**src/rtl/aadw_pkg.sv**
```systemverilog
// Shared types and constants for the area-average downsampler.
// Depends on nothing; every rtl module uses it by scoped names.
package aadw_pkg;

	localparam int COORD_W    = 12;
	localparam int FIFO_DEPTH = 4;
	localparam int FIFO_AW    = 2;
	localparam int GRAY_W     = 8;

	typedef logic [1:0] reg_idx_t;
	localparam reg_idx_t REG_SRC_SIZE = 2'd0;
	localparam reg_idx_t REG_WIN_LOW  = 2'd1;
	localparam reg_idx_t REG_WIN_HIGH = 2'd2;

	localparam logic [GRAY_W-1:0] GRAY_MAX = 8'd255;

	// one classified source sample on its way from front to back
	typedef struct packed {
		logic signed [31:0]  sample;
		logic                finite;
		logic                first;
		logic                last;
		logic                frame_done;
		logic [COORD_W-1:0]  col;
		logic [COORD_W-1:0]  row;
	} item_t;

	typedef enum logic [1:0] {
		F_INIT,
		F_DIV,
		F_RUN
	} front_state_t;

	typedef enum logic [2:0] {
		B_IDLE,
		B_ACC,
		B_MUL,
		B_CMP,
		B_DIV,
		B_OUT
	} back_state_t;

endpackage

```
**src/rtl/aadw_front.sv**
```systemverilog
// Front section: tracks the source position and the bin edges, tags each item
// with its bin, first/last flags and frame end. Depends on aadw_pkg.
module aadw_front #(
	parameter int OUT_SIZE = 1600,
	parameter int POS_W    = 13,
	parameter int IDX_W    = 11
) (
	input  logic               clk,
	input  logic               arst_n,
	input  logic               restart,
	input  logic [POS_W-1:0]   size,
	input  logic               push,
	input  logic signed [31:0] sample,
	input  logic               finite,
	input  logic               fifo_full,
	output logic               full,
	output logic               fifo_push,
	output aadw_pkg::item_t    fifo_item
);

	aadw_pkg::front_state_t state_q, state_nx;

	logic [POS_W-1:0] div_rem_q, q_q, r_q;
	logic [POS_W-1:0] col_q, row_q;
	logic [IDX_W-1:0] ocol_q, orow_q;
	logic [POS_W-1:0] col_start_q, col_end_q, col_rem_q;
	logic [POS_W-1:0] row_start_q, row_end_q, row_rem_q;

	logic             div_more;
	logic             acc;
	logic [POS_W-1:0] col_inc, row_inc;
	logic [POS_W:0]   col_sum, row_sum;
	logic             col_wrap, row_wrap;
	logic [POS_W-1:0] col_end_nx, col_rem_nx, row_end_nx, row_rem_nx;

	assign div_more = div_rem_q >= POS_W'(OUT_SIZE);

	always_comb begin
		state_nx = state_q;
		unique case (state_q)
			aadw_pkg::F_INIT: state_nx = aadw_pkg::F_DIV;
			aadw_pkg::F_DIV:  if (!div_more) state_nx = aadw_pkg::F_RUN;
			aadw_pkg::F_RUN:  state_nx = aadw_pkg::F_RUN;
			default:          state_nx = aadw_pkg::F_INIT;
		endcase
		if (restart) state_nx = aadw_pkg::F_INIT;
	end

	always_comb begin
		full      = (state_q != aadw_pkg::F_RUN) || fifo_full;
		fifo_push = (state_q == aadw_pkg::F_RUN) && push && !fifo_full;
	end

	assign acc = fifo_push;

	// next bin edge: end += q, plus one when the fractional part carries
	assign col_sum    = {1'b0, col_rem_q} + {1'b0, r_q};
	assign col_wrap   = col_sum >= (POS_W+1)'(OUT_SIZE);
	assign col_end_nx = col_end_q + q_q + POS_W'(col_wrap);
	assign col_rem_nx = col_wrap ? POS_W'(col_sum - (POS_W+1)'(OUT_SIZE)) : POS_W'(col_sum);
	assign row_sum    = {1'b0, row_rem_q} + {1'b0, r_q};
	assign row_wrap   = row_sum >= (POS_W+1)'(OUT_SIZE);
	assign row_end_nx = row_end_q + q_q + POS_W'(row_wrap);
	assign row_rem_nx = row_wrap ? POS_W'(row_sum - (POS_W+1)'(OUT_SIZE)) : POS_W'(row_sum);

	assign col_inc = col_q + 1'b1;
	assign row_inc = row_q + 1'b1;

	always_comb begin
		fifo_item.sample     = sample;
		fifo_item.finite     = finite;
		fifo_item.first      = (col_q == col_start_q) && (row_q == row_start_q);
		fifo_item.last       = (col_inc == col_end_q) && (row_inc == row_end_q);
		fifo_item.frame_done = (ocol_q == IDX_W'(OUT_SIZE-1)) && (orow_q == IDX_W'(OUT_SIZE-1));
		fifo_item.col        = aadw_pkg::COORD_W'(ocol_q);
		fifo_item.row        = aadw_pkg::COORD_W'(orow_q);
	end

	always_ff @(posedge clk or negedge arst_n) begin
		if (!arst_n) begin
			state_q     <= aadw_pkg::F_INIT;
			div_rem_q   <= '0;
			q_q         <= '0;
			r_q         <= '0;
			col_q       <= '0;
			row_q       <= '0;
			ocol_q      <= '0;
			orow_q      <= '0;
			col_start_q <= '0;
			col_end_q   <= '0;
			col_rem_q   <= '0;
			row_start_q <= '0;
			row_end_q   <= '0;
			row_rem_q   <= '0;
		end else begin
			state_q <= state_nx;
			if (state_q == aadw_pkg::F_INIT) begin
				div_rem_q <= size;
				q_q       <= '0;
			end else if (state_q == aadw_pkg::F_DIV) begin
				if (div_more) begin
					div_rem_q <= div_rem_q - POS_W'(OUT_SIZE);
					q_q       <= q_q + 1'b1;
				end else begin
					r_q         <= div_rem_q;
					col_q       <= '0;
					row_q       <= '0;
					ocol_q      <= '0;
					orow_q      <= '0;
					col_start_q <= '0;
					row_start_q <= '0;
					col_end_q   <= q_q;
					row_end_q   <= q_q;
					col_rem_q   <= div_rem_q;
					row_rem_q   <= div_rem_q;
				end
			end else if (acc) begin
				if (row_inc == size) begin
					row_q       <= '0;
					orow_q      <= '0;
					row_start_q <= '0;
					row_end_q   <= q_q;
					row_rem_q   <= r_q;
					if (col_inc == size) begin
						col_q       <= '0;
						ocol_q      <= '0;
						col_start_q <= '0;
						col_end_q   <= q_q;
						col_rem_q   <= r_q;
					end else begin
						col_q <= col_inc;
						if (col_inc == col_end_q) begin
							ocol_q      <= ocol_q + 1'b1;
							col_start_q <= col_end_q;
							col_end_q   <= col_end_nx;
							col_rem_q   <= col_rem_nx;
						end
					end
				end else begin
					row_q <= row_inc;
					if (row_inc == row_end_q) begin
						orow_q      <= orow_q + 1'b1;
						row_start_q <= row_end_q;
						row_end_q   <= row_end_nx;
						row_rem_q   <= row_rem_nx;
					end
				end
			end
		end
	end

endmodule

```
**config.mk**
```make
export PLATFORM = sky130hd
export DESIGN_NAME = aadw_front
export DESIGN_NICKNAME = d
export VERILOG_FILES = /design/src/rtl/aadw_pkg.sv /design/src/rtl/aadw_front.sv
export SDC_FILE = /design/constraint.sdc
export NUM_CORES = 1
export LEC_CHECK = 0
export BUFFER_PORTS_ARGS = -buffer_cell sky130_fd_sc_hd__buf_4
export CAP_MARGIN = 40
export CORE_MARGIN = 2
export CORE_UTILIZATION = 48
export CTS_CLUSTER_DIAMETER = 200
export DETAILED_ROUTE_END_ITERATION = 10
export HOLD_SLACK_MARGIN = 0.05
export PLACE_DENSITY_LB_ADDON = 0.25
export REMOVE_ABC_BUFFERS = 1
export SYNTH_ARGS = -nofsm -noshare
export SYNTH_HDL_FRONTEND = slang
export SYNTH_SLANG_ARGS = --single-unit
export TNS_END_PERCENT = 5
```
**constraint.sdc**
```tcl
create_clock -name clk -period 5.5 [get_ports clk]
set_input_delay 1.1 -clock clk [delete_from_list [all_inputs] [get_ports clk]]
set_output_delay 1.1 -clock clk [all_outputs]
set_load 0.01 [all_outputs]
```
==> impl_metrics.sql <==
INSERT INTO impl_metrics (metric_group, metric, value, unit) VALUES
('pwr', 'clock_power_share', '0.202', ''),
('cells_and_area', 'layout.cell_area.non_filler', '13900', 'um^2'),
('logic_synthesis', 'synth_cells', '1458', ''),
('drt', 'post-route-drc-count', '0', ''),
('logic_synthesis', 'synthTopCellsByCount', 'sky130_fd_sc_hd__dfrtp_1, sky130_fd_sc_hd__nand2_1, sky130_fd_sc_hd__o21ai_0, sky130_fd_sc_hd__nor2_1, sky130_fd_sc_hd__xnor2_1', ''),
('timing', 'postLayoutSetupSlackWorst', '0.248', 'ns'),
('grt', 'global_route.usage.total', '0.254', ''),
('critical_path', 'setup.worst_path.end_class', 'flop', ''),
('placed_design', 'globalplace.congestion', '0.935', ''),
('clock_network', 'clockBufferDepth', '2', ''),
('logic_synthesis', 'number_of_warnings_issued_by_yosys', '0', ''),
('run', 'drv.max_cap_violation_count', '0', ''),
('drt', 'totalWireLength', '34900', 'um'),
('logic_synthesis', 'ys_types', '86', ''),
('logic_synthesis', 'postSynth.asyncResetShare', '1.00', ''),
('drt', 'vias_per_cell', '5.98', ''),
('placed_design', 'detailedPlace.worstSlack', '-0.0323', 'ns'),
('critical_path', 'cp_data_arrival_time', '5.54', 'ns'),
('clock_network', 'worst_setup_hold_path_clk_slew', '0.07', 'ns'),
('timing', 'timing_worst_slew_pin_value', '0.796', 'ns'),
('clock_network', 'cts_htree_levels', '4', ''),
('clock_network', 'numClockSinks', '167', ''),
('drt', 'initialDrtViolationCount', '868', ''),
('cells_and_area', 'instances_no_fill', '1802', ''),
('logic_synthesis', 'synth_top_area_frac', '0.331', ''),
('placed_design', 'placed_cells_incl_taps', '1767', ''),
('critical_path', 'crit_path_max_fanout', '5', ''),
('pwr', 'power', '6.38', 'mW'),
('cells_and_area', 'finalCoreUtilization', '0.536', ''),
('logic_synthesis', 'yosys_register_bits', '167', ''),
('cells_and_area', 'post_route_cells_drive_above_1_share', '0.132', ''),
('critical_path', 'worstSetupPathType', 'flop to flop', ''),
('critical_path', 'timing.critical_path.from_type', 'flop', ''),
('logic_synthesis', 'share_of_the_yosys_chip_area_belonging_to_registers', '0.331', ''),
('pwr', 'swShare', '0.439', ''),
('logic_synthesis', 'synth-main-ff-cell', 'sky130_fd_sc_hd__dfrtp_1', ''),
('clock_network', 'clk_latency', '0.44', 'ns'),
('drt', 'number_of_vias_in_the_routed_layout', '10784', ''),
('floorplan', 'fp-row-count', '59', ''),
('cells_and_area', 'syn_to_final_growth', '9.89', '%'),
('timing', 'finalHoldViolCount', '0', ''),
('timing', 'setup_viol', '0', ''),
('pwr', 'combinational_power_share', '0.516', ''),
('clock_network', 'cts_inserted_buffers', '17', ''),
('logic_synthesis', 'synth_area', '12600', 'um^2'),
('drt', 'route.detailed.wl_per_inst', '19.4', 'um'),
('floorplan', 'die_height', '166', 'um'),
('floorplan', 'design.die.area', '27600', 'um^2'),
('pwr', 'p_per_area', '460', 'nW/um^2'),
('logic_synthesis', 'synth_area_leader_cell', 'sky130_fd_sc_hd__dfrtp_1', ''),
('floorplan', 'boundaryPins', '113', ''),
('floorplan', 'fp.dieW', '166', 'um'),
('drt', 'total_iterations_of_the_first_detailed_routing_run', '5', ''),
('clock_network', 'tritoncts', 'yes', ''),
('min_path', 'min_path_type', 'flop to flop', ''),
('run_status', 'status', 'completed', ''),
('timing', 'setup_repair_after_global_routing_missed_its_margin', 'yes', ''),
('grt', 'grt_pass1_vias', '10335', ''),
('clock_network', 'cts-hold-fix-buffers', '0', ''),
('logic_synthesis', 'netlist_top_cells_area', 'sky130_fd_sc_hd__dfrtp_1, sky130_fd_sc_hd__ha_1, sky130_fd_sc_hd__xnor2_1', ''),
('pwr', 'peakVddDrop', '318', 'uV'),
('timing', 'holdWs', '0.491', 'ns'),
('pwr', 'static-leakage-power', '6.08', 'nW'),
('grt', 'grt_start_max_net_pins', '109', ''),
('pwr', 'total_switching_power', '2.80', 'mW'),
('cells_and_area', 'antenna_cells', '0', ''),
('timing', 'final_cycle_utilization_of_the_critical_path', '0.955', ''),
('clock_network', 'clk_root_buffer_cell', 'sky130_fd_sc_hd__clkbuf_16', ''),
('timing', 'layout_min_cycle_time', '5.25', 'ns'),
('critical_path', 'cp.required', '5.78', 'ns'),
('floorplan', 'design.core.area', '25900', 'um^2');
==> metal layers <==
layer,vias up,wire (um),global-route usage
li1,5186,-,-
met1,5186,15600,0.342
met2,336,16000,0.401
met3,74,2050,0.0522
met4,2,1240,0.101
met5,-,51,0.0226
==> logic make-up after synthesis <==
logic type | after synthesis | share of synthesized area
simple gates | 511 | 0.201
buf+inv | 157 | 0.0603
xor+xnor | 153 | 0.114
other cells | 1 | 0.000297
flops | 167 | 0.331
mux | 48 | 0.0407
compound gates | 353 | 0.181
fa+ha+maj | 68 | 0.0709
==> what timing repair did <==
action,CTS,global route
setup buffers,0,4
endpoints found under the setup margin,3,5
pin swaps,0,9
gates resized for setup,3,22
==> worst max-delay path, stage by stage, from the launching register on <==
cell and delay (ns):
sky130_fd_sc_hd__dfrtp_1 0.40, sky130_fd_sc_hd__buf_4 0.16, sky130_fd_sc_hd__ha_1 0.30, sky130_fd_sc_hd__a21oi_2 0.19, sky130_fd_sc_hd__o211ai_1 0.18, sky130_fd_sc_hd__o41ai_2 0.42, sky130_fd_sc_hd__xnor2_1 0.22, sky130_fd_sc_hd__inv_1 0.11
sky130_fd_sc_hd__ha_1 0.21, sky130_fd_sc_hd__nor4b_1 0.15, sky130_fd_sc_hd__a311oi_1 0.32, sky130_fd_sc_hd__o21ai_2 0.18, sky130_fd_sc_hd__fa_2 0.45, sky130_fd_sc_hd__fa_2 0.37, sky130_fd_sc_hd__a21o_1 0.20, sky130_fd_sc_hd__a311o_1 0.38
sky130_fd_sc_hd__a31oi_2 0.18, sky130_fd_sc_hd__nor2b_1 0.09, sky130_fd_sc_hd__o21ai_2 0.15, sky130_fd_sc_hd__a21oi_2 0.09, sky130_fd_sc_hd__a211oi_1 0.24, sky130_fd_sc_hd__o22ai_1 0.10
==> flip-flops by register name (all words and copies together), names as in the netlist <==
signal	flops
state_q	2
div_rem_q	13
row_q	13
row_start_q	13
q_q	13
orow_q	11
col_end_q	13
row_end_q	13
col_q	13
r_q	13
row_rem_q	13
ocol_q	11
col_rem_q	13
col_start_q	13
==> cell usage in the layout (no fill, tap or decap), drive strengths merged, types with 7 or more instances in the layout <==
master and instances:
a21o 10, clkbuf 17, a211oi 17, nor2 107
inv 50, o31ai 31, o21ai 122, and3 18
nand3 58, a21boi 7, xor2 61, mux2 27
o211ai 9, nand4 17, buf 90, xnor2 85
o21a 8, a22o 15, ha 62, o41ai 7
mux2i 21, o22ai 7, nand2b 15, nor3 42
and2 14, or3 23, nand2 148, or2 7
a21oi 65, nor4 14, dfrtp 167, nor2b 15
==> worst paths after layout <==
path	endpoint	startpoint	depth (start not counted)
min	row_rem_q[10]	row_rem_q[10]	2
max	col_end_q[12]	r_q[1]	21
max reg2reg	col_end_q[12]	r_q[1]	21
min reg2reg	row_rem_q[10]	row_rem_q[10]	2
max in group asynchronous	col_start_q[3]	arst_n	2
min in group asynchronous	col_rem_q[12]	arst_n	1
==> power by group through the flow <==
stage / Clock [mW] / Combinational [mW] / Sequential (mW)
after global routing: 1.36 / 3.65 / 1.83
final: 1.29 / 3.29 / 1.80
after floorplan: 0 / 2.23 / 1.73
after global placement: 0 / 3.10 / 1.80
after detailed placement: 0 / 3.15 / 1.81
after CTS: 1.31 / 3.19 / 1.79
==> cell type report <==
| class | instances | area, um^2 |
|---|---|---|
| fill | 2375 | 12000 |
| inverter | 44 | 165 |
| tap | 335 | 419 |
| sequential | 167 | 4180 |
| multi-input combinational | 1135 | 7800 |
| clock buffer | 17 | 425 |
| clock inverter | 14 | 188 |
| timing repair buffer | 90 | 704 |
Note: power is estimated with default switching activity, not from simulation.
