File: src/rtl/aadw_pkg.sv
// Shared types and constants for the area-average downsampler.
// Depends on nothing; every rtl module uses it by scoped names.
package aadw_pkg;

	localparam int COORD_W    = 12;
	localparam int FIFO_DEPTH = 4;
	localparam int FIFO_AW    = 2;
	localparam int GRAY_W     = 8;

	typedef logic [1:0] reg_idx_t;
	localparam reg_idx_t REG_SRC_SIZE = 2'd0;
	localparam reg_idx_t REG_WIN_LOW  = 2'd1;
	localparam reg_idx_t REG_WIN_HIGH = 2'd2;

	localparam logic [GRAY_W-1:0] GRAY_MAX = 8'd255;

	// one classified source sample on its way from front to back
	typedef struct packed {
		logic signed [31:0]  sample;
		logic                finite;
		logic                first;
		logic                last;
		logic                frame_done;
		logic [COORD_W-1:0]  col;
		logic [COORD_W-1:0]  row;
	} item_t;

	typedef enum logic [1:0] {
		F_INIT,
		F_DIV,
		F_RUN
	} front_state_t;

	typedef enum logic [2:0] {
		B_IDLE,
		B_ACC,
		B_MUL,
		B_CMP,
		B_DIV,
		B_OUT
	} back_state_t;

endpackage

File: src/rtl/aadw_fifo.sv
// Short item queue between the front and back sections.
// Depends on aadw_pkg (item_t, depth constants).
module aadw_fifo (
	input  logic          clk,
	input  logic          arst_n,
	input  logic          push,
	input  aadw_pkg::item_t item_in,
	output logic          full,
	input  logic          pop,
	output aadw_pkg::item_t item_out,
	output logic          empty
);

	aadw_pkg::item_t               slot_q [aadw_pkg::FIFO_DEPTH];
	logic [aadw_pkg::FIFO_AW-1:0]  wptr_q;
	logic [aadw_pkg::FIFO_AW-1:0]  rptr_q;
	logic [aadw_pkg::FIFO_AW:0]    count_q;
	logic                          do_push;
	logic                          do_pop;

	assign full     = count_q == (aadw_pkg::FIFO_AW+1)'(aadw_pkg::FIFO_DEPTH);
	assign empty    = count_q == '0;
	assign do_push  = push && !full;
	assign do_pop   = pop && !empty;
	assign item_out = slot_q[rptr_q];

	always_ff @(posedge clk or negedge arst_n) begin
		if (!arst_n) begin
			wptr_q  <= '0;
			rptr_q  <= '0;
			count_q <= '0;
		end else begin
			if (do_push) wptr_q <= wptr_q + 1'b1;
			if (do_pop) rptr_q <= rptr_q + 1'b1;
			if (do_push && !do_pop) count_q <= count_q + 1'b1;
			else if (do_pop && !do_push) count_q <= count_q - 1'b1;
		end
	end

	always_ff @(posedge clk) begin
		if (do_push) slot_q[wptr_q] <= item_in;
	end

endmodule

File: config.mk
export PLATFORM = sky130hd
export DESIGN_NAME = aadw_fifo
export DESIGN_NICKNAME = d
export VERILOG_FILES = /design/src/rtl/aadw_pkg.sv /design/src/rtl/aadw_fifo.sv
export SDC_FILE = /design/constraint.sdc
export NUM_CORES = 1
export LEC_CHECK = 0
export CAP_MARGIN = 40
export CORE_MARGIN = 8
export CORE_UTILIZATION = 50
export CTS_CLUSTER_DIAMETER = 80
export DETAILED_ROUTE_END_ITERATION = 8
export DONT_BUFFER_PORTS = 1
export GPL_TIMING_DRIVEN = 0
export PLACE_DENSITY_LB_ADDON = 0.05
export REMOVE_ABC_BUFFERS = 1
export SETUP_SLACK_MARGIN = 0.3
export SYNTH_ARGS = -nofsm -noshare
export SYNTH_HDL_FRONTEND = slang
export SYNTH_SLANG_ARGS = --single-unit
File: constraint.sdc
create_clock -name clk -period 2.9 [get_ports clk]
set_clock_uncertainty 0.1 [all_clocks]
set_input_delay 0.145 -clock clk [delete_from_list [all_inputs] [get_ports clk]]
set_output_delay 0.145 -clock clk [all_outputs]
set_load 0.05 [all_outputs]
==> summary.md, run 1 <==
| Metric | Value |
|---|---|
| Final slew viol count | `0` |
| Tmin final | `2.36 ns` |
| Total Die Area | `22900 sq um` |
| Total power | `12.7 mW` |
| GRT overflow | `0` |
| P_leak | `3.55 nW` |
| Die Wd | `151 um` |
| Relative slew margins | `64.6%` |
| Worst slew pin tran | `0.533 ns` |
| FP Rows | `49` |
| FF/Latch Area | `7390 sq um` |
| Kind of launch point of the worst setup path | `flip-flop` |
| Aggregate global-route resource usage | `14.0%` |
| DRC Markers | `0` |
| Hold Slack | `0.245 ns` |
| Synth Area per Inst | `26.1 sq um` |
| Hold Fails Final Rpt | `0` |
| FFs w/ async S/R, synth | `2.83%` |
| Synth top area share | `78.8%` |
| Core Box Area | `18000 sq um` |
| Seq/Total Area, Yosys | `80.7%` |
| Die Ht | `151 um` |
| Clock root buffer | `clkbuf_16` |
| Most common flop cell mapped by yosys | `edfxtp_1` |
| Gate Count Post-Synth | `350` |
| Max Fclk | `0.424 GHz` |
| Hold Path Class | `in2reg` |
| Final setup vio count | `0` |
| Detailed Routing Iterations Pass 1 | `4` |
| Total Routed Length | `15800 um` |
| Max-cap violations | `0` |
| Top-count cell post-synth | `edfxtp_1` |
| CP endpoint kind | `flip-flop` |
| PortBufs | `0` |
| Fillers | `1273` |
| Max VDD drop | `0.855 mV` |
| Synth area leader | `edfxtp_1` |
| Final Util | `60.8%` |
| Synth cell types | `22` |
| Pwr Density | `1160 nW/um^2` |
| Yosys reg bits | `247` |
| Post-synth top cells | `edfxtp_1, mux4_2, buf_2, dfrtp_1, buf_12` |
| First-pass GRT wire length | `23900 um` |
| Area growth syn-to-layout | `19.3%` |
| DR vias | `3788` |
| CTS tree | `yes` |
| Vias in the first global route | `4218` |
| Largest net degree at the start of global routing | `48` |
| Inserted Clock Buffers | `25` |
| Clock transition at path regs | `0.06 ns` |
| Iter 0 DRT Violations | `148` |
| Period utilization | `81.3%` |
| Initial antenna violation count | `1` |
| Clk sink count | `247` |
| Crit path DAT | `2.44 ns` |
| Routability cong. | `0.628` |
| Cell Area, Synth | `9150 sq um` |
| WP data required | `2.98 ns` |
| CTS Buffer Depth | `3` |
| Final HPWL DP | `9240 um` |
| Initial Util | `50.9%` |
| Worst-path fanout max | `35` |
| Clock insertion delay at the later pin of the skew report | `0.50 ns` |
| Ports | `126` |
| Critical path class | `reg2reg` |
| EDFF count, synth | `240` |
| Routed vias/inst | `5.51` |
| # nets final | `510` |
| Final ANT Viol Nets | `0` |
| RSZ-0062 raised after global routing | `no` |
| Setup TNS | `0 ns` |
| Share of cells above drive strength 1 | `24.9%` |
| Top cells by area, synth | `edfxtp_1, mux4_2, dfrtp_1, buf_12, ha_1` |
| H-tree depth | `1` |
| WL/cell | `23.0 um` |
| Area occupied by multi-input gates | `1600 sq um` |
| Synth warnings | `0` |
| Outcome | `completed` |
## registers in the layout, summed over array words and instances (netlist names)
| signal | flops |
|---|---|
| count_q | 3 |
| rptr_q | 2 |
| slot_q | 240 |
| wptr_q | 2 |
## power by group
part           leakage (nW)  total (mW)  internal (mW)  switching, mW
clock                 0.380        3.00           1.81           1.19
combinational         0.893        4.69           1.33           3.36
sequential             2.28        4.98           4.73          0.253
total                  3.55        12.7           7.87           4.80
## cell families after synthesis
logic type,after synthesis,synth area share [%]
flip-flops,247,80.7
multiplexers,62,15.1
buffers and inverters,19,2.02
AND/OR/NAND/NOR,10,0.684
adder cells (fa/ha/maj),6,0.903
XOR/XNOR,6,0.574
## worst max-delay path: stages, from the launching register on
cell,delay (ns)
dfrtp_1,0.40
nor3b_2,0.17
buf_4,0.20
nor2b_2,0.34
and2_4,0.49
buf_12,0.31
## final timing paths
path                                           to                    from  cells after the start  slack (ns)
min reg2reg                count_q[2]$_DFFE_PN0P_  count_q[2]$_DFFE_PN0P_                      1        0.39
max in group asynchronous   rptr_q[1]$_DFFE_PN0P_                  arst_n                      2        1.99
max                        slot_q[2][4]$_DFFE_PP_  count_q[2]$_DFFE_PN0P_                      5        0.54
min                        slot_q[0][8]$_DFFE_PP_              item_in[8]                      1        0.25
max reg2reg                slot_q[2][4]$_DFFE_PP_  count_q[2]$_DFFE_PN0P_                      5        0.54
min in group asynchronous   rptr_q[0]$_DFFE_PN0P_                  arst_n                      2        0.43
## cell type report
cell class	instances	area share, %
clock inverters	10	0.860
diodes	1	0.0229
multi-input cells	84	14.6
flip-flops and latches	247	67.7
repair buffers	78	7.79
inverters	4	0.138
clock buffers	35	6.26
well taps	229	2.62
## routing by layer
layer / part of all wire [%] / GRT usage, % / vias up
met5: 0 / 0 / -
met4: 1.6 / 3.12 / 0
met3: 7.6 / 4.12 / 23
met2: 52 / 24.2 / 106
met1: 39 / 17.1 / 1979
li1: - / - / 1680
## layout by cell type (no fill, tap or decap), types with 4 or more instances in the layout
cell type      netlist  layout
edfxtp_1           240     240
dlygate4sd3_1        0      64
mux4_2              58      58
clkbuf_16            0      25
clkbuf_1             1       8
buf_4                0       7
ha_1                 5       5
clkinv_1             0       5
dfrtp_1              7       5
inv_1                4       4
and2_4               0       4
xnor2_1              4       4
## what timing repair did
item,4_1_cts,5_1_grt
resized for setup,0,1
hold endpoints to repair,253,0
hold buffers,64,0
endpoints found under the setup margin,36,122
setup buffers,1,6
## metrics by stage
| step | worst slack [ns] | cells | area, sq um |
|---|---|---|---|
| floorplan | -0.739 | 335 | 8980 |
| global route | 0.413 | 688 | 10900 |
| global placement | -2.02 | 564 | 9270 |
| finish | 0.542 | 688 | 10900 |
| detailed placement | 0.336 | 571 | 9430 |
| CTS | 0.305 | 681 | 10900 |
Note: power is estimated with default switching activity, not from simulation.
==> run 2: changes to the inputs <==
ABC_AREA = 1   (was default)
clock period = 2.2 ns   (was 2.9 ns; I/O delays follow)
==> run 2 against run 1 <==
Against the previous run: setup slack worse by 0.51 ns; synthesized cell count is 120% higher; power grew 85%; first-iteration DRC count up 120%; sequential share of layout area shrank 17 points; routed wire length increased by 69%; flip-flop and latch count unchanged; synthesized area increased by 14%; largest cell class unchanged; highest routed layer unchanged.
==> summary.md, run 2 <==
| Metric | Value |
|---|---|
| Worst R2R Setup Slack | `0.31 ns (-0.23 ns)` |
| Placed Area | `10900 sq um (+16%)` |
| R2R Path Start | `count_q[2]$_DFFE_PN0P_` |
| Top cells by area, synth | `edfxtp_1, o211ai_2, nand2_1, inv_1, o211ai_1` |
| # nets final | `972 (+91%)` |
| End point of the critical path | `item_out[11]` |
| Outcome | `completed` |
| Final setup vio count | `0 (unchanged)` |
| Cells on worst reg2reg path | `10 (+5)` |
| FP Rows | `53 (+8.2%)` |
| Clock insertion delay at the later pin of the skew report | `0.51 ns (about the same)` |
| Share of cells above drive strength 1 | `35.1% (+10 points)` |
| Largest register by flop count | `slot_q` |
| # placed instances | `1013 (+77%)` |
| Ports | `126 (unchanged)` |
| Worst Setup SP | `rptr_q[0]$_DFFE_PN0P_` |
| Period utilization | `98.4%` |
| Critical path class | `reg2out` |
| EDFF count, synth | `240 (unchanged)` |
| FFs w/ async S/R, synth | `2.83% (unchanged)` |
| Final HPWL DP | `12600 um (+37%)` |
| DR vias | `6345 (+68%)` |
| WP data required | `1.99 ns (-0.99 ns)` |
| Area occupied by multi-input gates | `3280 sq um (+110%)` |
| Design area | `14700 sq um (+34%)` |
| Inserted Clock Buffers | `26 (+4.0%)` |
| Crit path DAT | `1.96 ns (-0.48 ns)` |
| Gate Count Post-Synth | `761 (+120%)` |
| Core Box Area | `20800 sq um (+16%)` |
| Routed vias/inst | `5.31 (-3.5%)` |
| Final slew viol count | `0 (unchanged)` |
| Synth top area share | `69.0% (-9.7 points)` |
| Max-cap violations | `0 (unchanged)` |
| Total Routed Length | `26800 um (+69%)` |
| CP endpoint kind | `output port` |
| Worst-path fanout max | `5 (-86%)` |
| Detailed Routing Iterations Pass 1 | `4 (unchanged)` |
| Cell Area, Synth | `10400 sq um (+14%)` |
| Tmin final | `2.17 ns` |
| Routability cong. | `0.686 (+9.2%)` |
| Synth area leader | `edfxtp_1` |
| Total Die Area | `25800 sq um (+13%)` |
| Vias in the first global route | `6660 (+58%)` |
| Non-filler cells, final | `1194 (+74%)` |
| RSZ-0062 raised after global routing | `yes` |
| Largest net degree at the start of global routing | `25 (-48%)` |
| PortBufs | `0 (unchanged)` |
| Synth cell types | `21 (-4.5%)` |
| Synth Area per Inst | `13.7 sq um (-48%)` |
| Clock transition at path regs | `0.06 ns (about the same)` |
| P_leak | `5.73 nW (+61%)` |
| WL/cell | `22.4 um (-2.7%)` |
| Yosys reg bits | `247 (unchanged)` |
| Total power | `23.4 mW (+85%)` |
| Hold Fails Final Rpt | `0 (unchanged)` |
| Top flop regs | `slot_q (240), count_q (3)` |
| Die Ht | `161 um (+6.1%)` |
| Area growth syn-to-layout | `40.3%` |
| Seq/Total Area, Yosys | `70.7% (-10 points)` |
| Most common flop cell mapped by yosys | `edfxtp_1` |
| FF/Latch Area | `7390 sq um (about the same)` |
| Most frequent cells in the layout | `edfxtp_1, inv_1, nand2_1` |
| Most common cell after layout, fill and taps aside | `edfxtp_1` |
| Final Util | `70.6% (+9.8 points)` |
| Worst R2R End | `count_q[2]$_DFFE_PN0P_` |
| Final ANT Viol Nets | `0 (unchanged)` |
| H-tree depth | `1 (unchanged)` |
| Die Wd | `161 um (+6.1%)` |
| Iter 0 DRT Violations | `322 (+120%)` |
| First-pass GRT wire length | `38600 um (+62%)` |
| DRC Markers | `0 (unchanged)` |
| Relative slew margins | `70.5% (+5.9 points)` |
| Fillers | `1306 (+2.6%)` |
| Pwr Density | `1600 nW/um^2 (+38%)` |
| Synth warnings | `0 (unchanged)` |
| Kind of launch point of the worst setup path | `flip-flop` |
| CTS Buffer Depth | `3 (unchanged)` |
| GRT overflow | `0 (unchanged)` |
| Aggregate global-route resource usage | `19.5% (+5.6 points)` |
| Initial antenna violation count | `1 (unchanged)` |
| Post-synth top cells | `edfxtp_1, nand2_1, inv_1` |
| Max reg flops | `240 (unchanged)` |
| Clock root buffer | `clkbuf_16` |
| Clk sink count | `247 (unchanged)` |
| Hold Path Class | `in2reg` |
| Max Fclk | `0.462 GHz` |
| Max VDD drop | `1.15 mV (+34%)` |
| Initial Util | `50.3% (-0.63 points)` |
| CTS tree | `yes` |
| Worst slew pin tran | `0.442 ns (-0.0912 ns)` |
| Top-count cell post-synth | `edfxtp_1` |
run 2: cell types whose count changed after synthesis, moves of 4 or more:
cell,delta
inv_1,+129
nand2_1,+170
and2_1,-4
buf_1,+4
o211ai_2,+73
mux4_2,-58
buf_6,+19
nand3_1,+6
o211ai_1,+47
buf_12,-6
nand2_2,+27
run 2: cell type report:
class                      count  area share (%)
timing repair inverter         5           0.632
inverter                     137            3.76
antenna                        1          0.0171
tap                          275            2.35
clock buffer                  36            4.84
multi-input combinational    338            22.4
clock inverter                 8           0.239
timing repair buffer         147            15.4
sequential                   247            50.4
run 2: report_power, final:
group	switching [mW]	internal (mW)
sequential	0.359	6.20
combinational	8.54	4.46
clock	1.63	2.22
run 2: per-layer routing:
layer  vias to the layer above  part of all wire, %  global-route usage, %
li1                       2947                    -                      -
met1                      3211                   41                   24.2
met2                       165                   53                   35.0
met3                        22                  5.2                   3.86
met4                         0                  1.0                   3.74
met5                         -                    0                      0
run 2: critical path: stages, from the launching register on:
cell	delay [ns]
dfrtp_2	0.47
inv_16	0.05
buf_12	0.14
buf_16	0.15
buf_16	0.14
o211ai_1	0.28
nand2_4	0.19
run 2: cells by family (layout without fill, tap and decap cells):
group           count (synthesis)  count (layout)  share of synthesized area (%)
compound gates                121             121                           12.2
xor+xnor                        1               1                         0.0839
other cells                     0               1                              0
simple gates                  210             210                           8.30
fa+ha+maj                       6               6                          0.791
buf+inv                       176             333                           7.94
flops                         247             247                           70.7
run 2: worst min-delay path by stage:
| stage | slack, ns | cells after the start | to | from |
|---|---|---|---|---|
| floorplan | -0.29 | 0 | count_q[0]$_DFFE_PN0P_ | arst_n |
| global placement | -0.29 | 0 | rptr_q[0]$_DFFE_PN0P_ | arst_n |
| detailed placement | -0.29 | 0 | wptr_q[1]$_DFFE_PN0P_ | arst_n |
| CTS | 0.18 | 1 | slot_q[1][8]$_DFFE_PP_ | item_in[8] |
| global route | 0.18 | 1 | slot_q[1][10]$_DFFE_PP_ | item_in[10] |
| finish | 0.19 | 1 | slot_q[3][44]$_DFFE_PP_ | item_in[44] |
run 2: metrics by stage:
stage | hold WS, ns | worst slack (ns) | setup TNS [ns]
global route | 0.179 | -0.0254 | -0.0705
CTS | 0.179 | 0.0443 | 0
detailed placement | -0.285 | -0.279 | -15.79
floorplan | -0.286 | -1.61 | -467.52
finish | 0.194 | 0.0346 | 0
global placement | -0.285 | -4.14 | -1206.05
run 2: what timing repair did:
item / 4_1_cts / 5_1_grt
gates cloned: 24 / 8
setup endpoints to repair: 276 / 118
buffers inserted: 32 / 8
hold endpoints to repair: 329 / 0
hold buffers: 64 / 0
resized for setup: 204 / 61
pin swaps: 62 / 55
==> run 3: changes to the inputs <==
ABC_AREA = default   (was 1)
==> run 3 against run 2 <==
Against the previous run: clock power grew 3%; sequential share of layout area grew 11 points; critical path type unchanged; flip-flop and latch count is the same; die area shrank 11%; hold slack gained 0.023 ns; combinational power shrank 37%; largest power group unchanged; count of clock-buffer cells in the layout shrank 1; register-to-register slack lost 0.14 ns; routed wire length shrank 27%; highest routed layer unchanged; first-iteration DRC count shrank 7.1%; critical path depth shrank 3.
==> summary.md, run 3 (same netlist as run 1, synthesis figures left out) <==
| Metric | Value |
|---|---|
| Outcome | `completed` |
| Total power | `18.6 mW (-20%)` |
| # placed instances | `571 (-44%)` |
| Final HPWL DP | `9240 um (-27%)` |
| Relative slew margins | `76.6% (+6.1 points)` |
| Largest net degree at the start of global routing | `38 (+52%)` |
| Most frequent cells in the layout | `edfxtp_1, dlygate4sd3_1, mux4_2` |
| Kind of launch point of the worst setup path | `flip-flop` |
| CTS Buffer Depth | `3 (unchanged)` |
| Top flop regs | `slot_q (240), count_q (3)` |
| Core Box Area | `18000 sq um (-13%)` |
| Max Fclk | `0.457 GHz (-1.0%)` |
| Sw Pwr | `6.93 mW (-34%)` |
| Final ANT Viol Nets | `0 (unchanged)` |
| Clock insertion delay at the later pin of the skew report | `0.50 ns (about the same)` |
| Hold Fails Final Rpt | `0 (unchanged)` |
| Max VDD drop | `1.11 mV (-3.5%)` |
| Crit path DAT | `1.98 ns (+0.02 ns)` |
| GRT met3 Usage | `3.88% (+0.019 points)` |
| Die Wd | `151 um (-5.8%)` |
| Total Routed Length | `19400 um (-27%)` |
| Logic pwr share | `44.0% (-12 points)` |
| DR vias | `4129 (-35%)` |
| Met2 Resource Use GR | `27.6% (-7.4 points)` |
| WP data required | `1.99 ns (about the same)` |
| Sequential Power Share | `34.7% (+6.7 points)` |
| CP endpoint kind | `output port` |
| Worst slew pin tran | `0.350 ns (-0.0923 ns)` |
| Final slew viol count | `0 (unchanged)` |
| Critical path class | `reg2out` |
| Met1 GRT Util | `20.5% (-3.7 points)` |
| Share of cells above drive strength 1 | `35.1% (about the same)` |
| Aggregate global-route resource usage | `16.1% (-3.5 points)` |
| Int Pwr | `11.7 mW (-9.2%)` |
| Pwr Density | `1540 nW/um^2 (-3.7%)` |
| Cell family with most CP delay | `multiplexers` |
| CP max stage cell | `mux4_2` |
| H-tree depth | `1 (unchanged)` |
| CTS tree | `yes` |
| Ports | `126 (unchanged)` |
| Die Ht | `151 um (-5.8%)` |
| GRT overflow | `0 (unchanged)` |
| Critical-path cell list | `buf_12, clkbuf_16, mux4_2` |
| Routability cong. | `0.628 (-8.5%)` |
| Routed vias/inst | `5.53 (+4.2%)` |
| PortBufs | `0 (unchanged)` |
| Initial antenna violation count | `1 (unchanged)` |
| Clock root buffer | `clkbuf_16` |
| Non-filler cells, final | `746 (-38%)` |
| WL/cell | `26.1 um (+16%)` |
| Clk network pwr share | `21.2% (+4.7 points)` |
| Initial Util | `50.9% (+0.63 points)` |
| Hold Path Class | `in2reg` |
| Tmin final | `2.19 ns (+0.0220 ns)` |
| Period utilization | `99.4% (+1.0 points)` |
| Inserted Clock Buffers | `25 (-3.8%)` |
| Clock transition at path regs | `0.06 ns (about the same)` |
| Area occupied by multi-input gates | `1670 sq um (-49%)` |
| Buffers and inverters on the worst path | `2 (-2)` |
| First-pass GRT wire length | `26700 um (-31%)` |
| Most common cell after layout, fill and taps aside | `edfxtp_1` |
| Total Die Area | `22900 sq um (-11%)` |
| Largest register by flop count | `slot_q` |
| # nets final | `568 (-42%)` |
| Iter 0 DRT Violations | `299 (-7.1%)` |
| RSZ-0062 raised after global routing | `yes` |
| Area growth syn-to-layout | `32.3%` |
| FF/Latch Area | `7390 sq um (about the same)` |
| Switching Share | `37.2% (-7.8 points)` |
| Max-cap violations | `0 (unchanged)` |
| FP Rows | `49 (-7.5%)` |
| Top Usage Layer GRT | `met2` |
| Detailed Routing Iterations Pass 1 | `4 (unchanged)` |
| P_leak | `4.07 nW (-29%)` |
| Fillers | `1150 (-12%)` |
| Max reg flops | `240 (unchanged)` |
| DRC Markers | `0 (unchanged)` |
| Vias in the first global route | `4338 (-35%)` |
| Final setup vio count | `0 (unchanged)` |
| CP max stage delay | `0.68 ns (+0.21 ns)` |
| Clk sink count | `247 (unchanged)` |
| Worst-path fanout max | `7 (+2)` |
==> run 3: path summary, 6_finish.rpt <==
path | startpoint | to | slack (ns) | cells after the start
worst max-delay path | rptr_q[0]$_DFFE_PN0P_ | item_out[33] | 0.01 | 3
worst min-delay path | item_in[15] | slot_q[3][15]$_DFFE_PP_ | 0.22 | 1
worst max register to register | count_q[1]$_DFFE_PN0P_ | count_q[2]$_DFFE_PN0P_ | 0.17 | 8
worst min register to register | wptr_q[1]$_DFFE_PN0P_ | wptr_q[1]$_DFFE_PN0P_ | 0.49 | 1
max in group asynchronous | arst_n | rptr_q[0]$_DFFE_PN0P_ | 1.33 | 2
min in group asynchronous | arst_n | wptr_q[1]$_DFFE_PN0P_ | 0.38 | 2
==> run 3: what timing repair did <==
item / 4_1_cts / 5_1_grt
buffers inserted: 30 / 4
gates cloned: 12 / 19
setup endpoints to repair: 304 / 242
pin swaps: 9 / 1
resized for setup: 43 / 10
endpoints found under the hold margin: 253 / 0
hold buffers: 64 / 0
==> run 3: layout make-up <==
cell class | count | area share [%]
inverter | 4 | 0.155
timing repair buffer | 131 | 16.1
sequential | 247 | 61.1
multi-input combinational | 89 | 13.8
clock buffer | 35 | 5.64
antenna | 1 | 0.0207
clock inverter | 10 | 0.775
tap | 229 | 2.37
==> run 3: per-stage QoR <==
stage / util [%] / hold slack (ns) / setup TNS, ns / setup WS [ns] / instance area [sq um]
after global placement: 51.6 / -0.285 / -656.48 / -2.69 / 9270
after CTS: 64.7 / 0.188 / -0.728 / -0.0412 / 11600
after global routing: 67.4 / 0.199 / -0.906 / -0.0426 / 12100
after floorplan: - / -0.286 / -270.56 / -1.40 / 8980
final: 67.4 / 0.217 / 0 / 0.0126 / 12100
after detailed placement: 52.5 / -0.285 / -51.41 / -0.364 / 9430
==> run 3: power groups by stage <==
stage	Sequential, mW	Clock, mW	Combinational [mW]
global route	6.54	4.24	8.56
global placement	7.08	0	4.65
CTS	6.53	4.07	7.57
detailed placement	6.82	0	5.94
finish	6.47	3.96	8.20
floorplan	6.90	0	4.75
==> run 3: metal layers <==
| metal | wire length (um) | part of all wire [%] |
|---|---|---|
| met4 | 232 | 1.2 |
| met5 | 0 | 0 |
| met1 | 7990 | 41 |
| met2 | 10000 | 52 |
| met3 | 1200 | 6.2 |
